--- config.mk ---
export PLATFORM = sky130hd
export DESIGN_NAME = mcft_limit_check
export DESIGN_NICKNAME = d
export VERILOG_FILES = /design/src/hdl/assert_macros.svh /design/src/hdl/mcft_pkg.sv /design/src/hdl/mcft_limit_check.sv
export SDC_FILE = /design/constraint.sdc
export NUM_CORES = 2
export LEC_CHECK = 0
export BUFFER_PORTS_ARGS = -buffer_cell sky130_fd_sc_hd__buf_4
export CORE_MARGIN = 2
export CORE_UTILIZATION = 31
export DETAILED_ROUTE_END_ITERATION = 7
export GPL_ROUTABILITY_DRIVEN = 0
export PLACE_DENSITY = 0.54
export SETUP_SLACK_MARGIN = 0.02
export SYNTH_ARGS = -nofsm -noshare
export SYNTH_HDL_FRONTEND = slang
export SYNTH_SLANG_ARGS = --single-unit
--- constraint.sdc ---
create_clock -name clock -period 6.9 [get_ports clock]
set_input_delay 1.38 -clock clock [delete_from_list [all_inputs] [get_ports clock]]
set_output_delay 1.38 -clock clock [all_outputs]
set_load 0.02 [all_outputs]
--- src/hdl/assert_macros.svh ---
// assertion helpers shared by the rtl files
// both expect signals named clock and reset in the enclosing module
`ifndef ASSERT_MACROS_SVH
`define ASSERT_MACROS_SVH

// property that must hold in the same cycle as its condition
`define ASSERT_NOW(lbl, ante, cons, msg) \
   lbl: assert property (@(posedge clock) disable iff (reset) (ante) |-> (cons)) \
      else $error(msg);

// property that must hold in the cycle after its condition
`define ASSERT_NEXT(lbl, ante, cons, msg) \
   lbl: assert property (@(posedge clock) disable iff (reset) (ante) |=> (cons)) \
      else $error(msg);

`endif

--- src/hdl/mcft_pkg.sv ---
package mcft_pkg;

   // item table size, 1 to 1024 with a 10-bit item id
   localparam int ITEM_SLOTS = 1024;
   localparam int SLOT_W     = (ITEM_SLOTS > 1) ? $clog2(ITEM_SLOTS) : 1;

   // field widths
   localparam int REQ_W      = 2;
   localparam int ID_W       = 10;
   localparam int COUNT_W    = 16;
   localparam int TOTAL_W    = 24;
   localparam int DISTINCT_W = 11;
   localparam int AGE_W      = 16;
   localparam int REASON_W   = 2;
   localparam int EPOCH_W    = 8;

   // configuration port
   localparam int PADDR_W    = 5;
   localparam int PDATA_W    = 32;
   localparam int CSR_IDX_W  = 3;

   // cross-multiply product widths
   localparam int PROD_S_W   = COUNT_W + AGE_W;
   localparam int PROD_T_W   = TOTAL_W + AGE_W;

   localparam logic [ID_W:0] SLOT_LIMIT = (ID_W + 1)'(ITEM_SLOTS);

   // request kinds
   localparam logic [REQ_W-1:0] REQ_MISS = 2'd0;
   localparam logic [REQ_W-1:0] REQ_TICK = 2'd1;
   localparam logic [REQ_W-1:0] REQ_LOAD = 2'd2;

   // trigger reasons
   localparam logic [REASON_W-1:0] REASON_NONE     = 2'd0;
   localparam logic [REASON_W-1:0] REASON_SINGLE   = 2'd1;
   localparam logic [REASON_W-1:0] REASON_DISTINCT = 2'd2;
   localparam logic [REASON_W-1:0] REASON_TOTAL    = 2'd3;

   // register indexes
   localparam logic [CSR_IDX_W-1:0] CSR_SINGLE_LIMIT   = 3'd0;
   localparam logic [CSR_IDX_W-1:0] CSR_DISTINCT_LIMIT = 3'd1;
   localparam logic [CSR_IDX_W-1:0] CSR_TOTAL_LIMIT    = 3'd2;
   localparam logic [CSR_IDX_W-1:0] CSR_CLEAR_ENABLE   = 3'd3;
   localparam logic [CSR_IDX_W-1:0] CSR_DECAY_FRAMES   = 3'd4;

   // one entry of the count memory, live only when its epoch is current
   typedef struct packed {
      logic [EPOCH_W-1:0] epoch;
      logic [COUNT_W-1:0] count;
   } slot_type;

   // limits seen by the checker
   typedef struct packed {
      logic [COUNT_W-1:0] single_lim;
      logic [COUNT_W-1:0] distinct_lim;
      logic [TOTAL_W-1:0] total_lim;
   } limits_type;

   // counts after one step plus the decay fraction num / den
   typedef struct packed {
      logic                  miss;
      logic [COUNT_W-1:0]    largest;
      logic [DISTINCT_W-1:0] distinct;
      logic [TOTAL_W-1:0]    total;
      logic [AGE_W-1:0]      num;
      logic [AGE_W-1:0]      den;
   } check_type;

   // checker verdict with the counts it belongs to
   typedef struct packed {
      logic [REASON_W-1:0]   reason;
      logic [COUNT_W-1:0]    largest;
      logic [DISTINCT_W-1:0] distinct;
      logic [TOTAL_W-1:0]    total;
   } verdict_type;

endpackage

--- src/hdl/mcft_limit_check.sv ---
module mcft_limit_check import mcft_pkg::*; (
   input  logic        clock,
   input  logic        reset,
   input  logic        advance,
   input  logic        chk_valid,
   input  check_type   chk,
   input  limits_type  limits,
   output logic        verdict_valid,
   output verdict_type verdict
);

   logic                  valid_ff;
   logic                  miss_ff;
   logic [COUNT_W-1:0]    largest_ff;
   logic [DISTINCT_W-1:0] distinct_ff;
   logic [TOTAL_W-1:0]    total_ff;
   logic [PROD_S_W-1:0]   single_cnt_ff;
   logic [PROD_S_W-1:0]   single_lim_ff;
   logic [PROD_S_W-1:0]   distinct_cnt_ff;
   logic [PROD_S_W-1:0]   distinct_lim_ff;
   logic [PROD_T_W-1:0]   total_cnt_ff;
   logic [PROD_T_W-1:0]   total_lim_ff;

   always_ff @(posedge clock) begin
      if (reset) begin
         valid_ff <= 1'b0;
      end else if (advance) begin
         valid_ff <= chk_valid;
      end
   end

   // cross products: count * den against limit * num
   always_ff @(posedge clock) begin
      if (advance) begin
         miss_ff         <= chk.miss;
         largest_ff      <= chk.largest;
         distinct_ff     <= chk.distinct;
         total_ff        <= chk.total;
         single_cnt_ff   <= PROD_S_W'(chk.largest) * PROD_S_W'(chk.den);
         single_lim_ff   <= PROD_S_W'(limits.single_lim) * PROD_S_W'(chk.num);
         distinct_cnt_ff <= PROD_S_W'(chk.distinct) * PROD_S_W'(chk.den);
         distinct_lim_ff <= PROD_S_W'(limits.distinct_lim) * PROD_S_W'(chk.num);
         total_cnt_ff    <= PROD_T_W'(chk.total) * PROD_T_W'(chk.den);
         total_lim_ff    <= PROD_T_W'(limits.total_lim) * PROD_T_W'(chk.num);
      end
   end

   // priority compare: single, then distinct, then total
   always_comb begin
      verdict.reason = REASON_NONE;
      if (miss_ff) begin
         if (single_cnt_ff > single_lim_ff) begin
            verdict.reason = REASON_SINGLE;
         end else if (distinct_cnt_ff > distinct_lim_ff) begin
            verdict.reason = REASON_DISTINCT;
         end else if (total_cnt_ff > total_lim_ff) begin
            verdict.reason = REASON_TOTAL;
         end
      end
      verdict.largest  = largest_ff;
      verdict.distinct = distinct_ff;
      verdict.total    = total_ff;
   end

   assign verdict_valid = valid_ff;

endmodule

* Word level (Yosys, flattened, before mapping)
Index checks and enable logic that the tools add are counted.
Widths: inputs -> output; s select.
** Cells by class
- $mul :: 6
- Magnitude comparators :: 3
- Multiplexer cells :: 4
** Operator list (count)
- $mul 16x16->32 :: 3
- $mul 24x16->40 :: 2
- $gt 40x40->1 :: 1
- $gt 27x32->1 :: 1
- $gt 32x32->1 :: 1
- $mul 11x16->27 :: 1
- $mux 2 :: 4
** Word-level totals
- Bits in registers :: 256
- Input port bits :: 144
- Output and inout bits :: 54

* Depth between registers and ports, before layout
- Word-level depth :: 5
- Mapped depth :: 25

* Worst setup path before layout
Ideal clock, no wire load.
- Path type :: input-to-reg
- Start point :: input port chk[17] (netlist bit)
- End point :: register total_lim_ff[39] (data pin)
- Data arrival time :: 7.116 ns
- Slack :: -0.476 ns
- Stages on the path :: 23
- Cells stage by stage :: clkbuf_1 -> clkbuf_1 -> nand2_1 -> fa_1 -> inv_1 -> fa_1 -> inv_1 -> fa_1 -> inv_1 -> fa_1 -> fa_1 -> inv_1 -> fa_1 -> inv_1 -> ha_1 -> a21oi_1 -> o221ai_1 -> a22o_1 -> o41ai_4 -> o21ai_2 -> a221o_1 -> a21oi_2 -> xnor2_1
** On the way
- Longest elaborated chain between the ends :: 1
** RTL lines
- start: declaration :: RTL line mcft_limit_check.sv:6 : input check_type chk,
- $mul 24x16->40 :: RTL line mcft_limit_check.sv:44 : total_lim_ff <= PROD_T_W'(limits.total_lim) * PROD_T_W'(chk.num);
- end signal: assignment :: RTL line mcft_limit_check.sv:44
- end: declaration :: RTL line mcft_limit_check.sv:22 : logic [PROD_T_W-1:0] total_lim_ff;
Every way passes these cells.
A chain may end at the register's enable or synchronous reset.

* Final worst setup path
- Start point :: input port chk[4] (netlist bit)
- End point :: register total_cnt_ff[37] (data pin)
** On the way
- Longest elaborated chain between the ends :: 1
** RTL lines
- $mul 24x16->40 :: RTL line mcft_limit_check.sv:43 : total_cnt_ff <= PROD_T_W'(chk.total) * PROD_T_W'(chk.den);
- end signal: assignment :: RTL line mcft_limit_check.sv:43
- end: declaration :: RTL line mcft_limit_check.sv:21 : logic [PROD_T_W-1:0] total_cnt_ff;
Every way passes these cells.

==> reports/metrics.cfg <==
[worst_hold_path]
min_to = verdict_valid
hold_depth = 2
hp-class = reg -> reg
min-delay-start = verdict_valid

[routing]
wire_per_inst_microns = 16.9
drt_iter0_markers = 2221
viasPerCell = 4.57
vias = 48100
drcViolationCount = 0
totalWireLength_mm = 177
dr.pass1.iters = 6
ant_nets = 0

[clocking]
ctsHoldBuffers = 0
clkTransAtPathRegs_ps = 60
cts_sinks = 256
cts_buffer_depth = 3
numCtsBuffers = 35
clock_latency_ps = 570
tritoncts = done
cts_root_buf = clkbuf_16
cts_max_level = 2

[yosys]
synth.distinct_cells = 75
synth_seq_cells = 256
syn-cell-area_sq_mm = 0.0652
synth_edf_count = 255
ys_seq_area_share_pct = 11.8
syn_area_per_cell_sq_um = 9.32
ys.flop_type = edfxtp_1
synth_nets = 9157
async_flop_share_pct = 0
syn_inst = 6994
yosysWarnings = 0

[sta]
hold-worst-slack_ps = 501
period_needed_ps = 6700
setup_violations = 0
tightestPinTransition_ps = 919
hold_viol = 0
tns_ps = 0
fmax_mhz = 149
fin_skew_ps = 0
slew_headroom_pct = 38.7
period_share_pct = 97.1
slew_violations = 0
postLayoutSetupSlackWorst_ps = 201

[floorplan]
die_h_microns = 463
dieArea_sq_mm = 0.214
rows = 168
ios = 198
coreArea_sq_mm = 0.209
start_util_pct = 31.1
die_x_microns = 463

[placement]
place_ws_ps = -570
hpwlAfterDp_mm = 153
place.port_buffers = 197

[finish]
regArea_sq_mm = 0.00768
final_layout_size_suffix_gt1_share_pct = 14.3
final_cell_mix = inv_1 (1654), fa_1 (1316), nand2_1 (1103), buf_4 (882), ha_1 (679)
layout_commonest_cell = inv_1
fillers = 21300
syn_to_final_growth_pct = 18.1
fin_nets = 9847
multi_input_comb_area_sq_mm = 0.0507

[setup_path]
crit-reg2reg-launch = verdict_valid
critPathMaxStageDelay_ps = 540
critical_path.top_delay_family = adder cells
worstPathCellList = buf_6 -> buf_4 -> and2_1 -> fa_1 -> inv_1 -> fa_1 -> fa_1 -> inv_1 -> fa_1 -> fa_1 -> inv_1 -> fa_1 -> inv_1 -> ha_1 -> and3_1 -> and3_1 -> nand3_1 -> a21boi_2 -> o21ai_2 -> a21oi_1 -> or3b_2 -> a21oi_1 -> xnor2_1
startpoint_type = primary input
r2r_cells = 2
crit_path_end_kind = register
r2r-end = verdict_valid
cp_common_cell = fa_1
required_ps = 7220
path_class = in -> reg
crit_slowest_cell = fa_1
ff2ff_setup_slack_ps = 6320
cp.arrival_ps = 7020
crit_fanout = 10
crit_cells = 23
worst-path-buf-inv = 6

[global_routing]
grt-ovfl-total = 0
grt_max_degree = 111
antenna_found_initial = 4
grt_pass1_vias = 53900
grt_pass1_wl_mm = 292
grt_use_total_pct = 17.0

[run]
max_cap_viol_count = 0

[status]
status = finished, final reports clean

==> Yosys cell counts (19+ instances only) <==
cell type / instances / area (sq um)
o21ai_0: 87 / 435
inv_1: 1654 / 6210
xor2_1: 52 / 455
nand2b_1: 26 / 163
fa_1: 1319 / 26400
a21oi_1: 180 / 901
edfxtp_1: 255 / 7660
ha_1: 700 / 8760
nor2_1: 72 / 270
nand2_1: 1106 / 4150
nand3_1: 27 / 135
a21o_1: 119 / 893
and2_1: 676 / 4230
nor2b_1: 19 / 119
xnor2_1: 128 / 1120
o21bai_1: 29 / 218
nand4_1: 36 / 225
nor3_1: 21 / 105
clkbuf_1: 291 / 1090
==> registers in the layout (all words and copies together) (netlist names), 16 cells and up <==
name	count
distinct_lim_ff	32
largest_ff	16
single_cnt_ff	32
single_lim_ff	32
distinct_cnt_ff	27
total_ff	24
total_lim_ff	40
total_cnt_ff	40
==> through the flow <==
step	util, %	cells	cell area (sq um)
after floorplan	-	6994	65900
after global placement	36.0	10400	75400
after detailed placement	36.0	10400	75400
after CTS	36.6	10500	76700
after global routing	36.8	10500	77000
final	36.8	10500	77000
==> worst reg2reg max path, stage by stage (launching register included) <==
cell and delay (ps):
dfxtp_1 310, mux2i_1 120, nor2_1 50
==> timing repair <==
| item | in CTS | in global routing |
|---|---|---|
| gates resized for setup | 0 | 75 |
| endpoints found under the setup margin | 1 | 47 |
| setup buffers | 0 | 3 |
| pin swaps | 1 | 12 |
==> worst max-delay path by stage <==
stage	start	endpoint	slack [ps]
global route	chk[2]	single_cnt_ff[30]	-20
floorplan	limits[7]	total_lim_ff[39]	-50
CTS	chk[17]	single_lim_ff[29]	80
global placement	chk[1]	total_cnt_ff[38]	-610
finish	chk[4]	total_cnt_ff[37]	200
detailed placement	chk[1]	total_cnt_ff[38]	-570
==> kinds of logic after synthesis <==
kind of cell | count (synthesis) | synth area share, %
mux | 1 | 0.0154
buf+inv | 1946 | 11.2
fa+ha+maj | 2019 | 54.0
simple gates | 2032 | 14.9
compound gates | 560 | 5.69
flops | 256 | 11.8
xor+xnor | 180 | 2.42
==> per-layer routing <==
layer	wire, microns	GRT usage, %	up-vias	part of all wire [%]
met5	7	0	-	0.0039
met4	3620	3.45	2	2.0
met3	6570	1.53	180	3.7
met2	89800	30.4	903	51
met1	77500	22.3	24600	44
li1	-	-	22400	-
==> cell type report <==
cell class	instances	share of cell area, %
antenna	1	0.00325
clock buffer	38	1.18
clock inverter	25	0.426
inverter	1654	8.07
multi-input combinational	4792	65.8
sequential	256	9.97
tap	2805	4.56
timing repair buffer	945	9.94
Power is left out: the tool's default activity adds up to more than one toggle a clock period on the data nets, which glitch-free logic cannot reach.
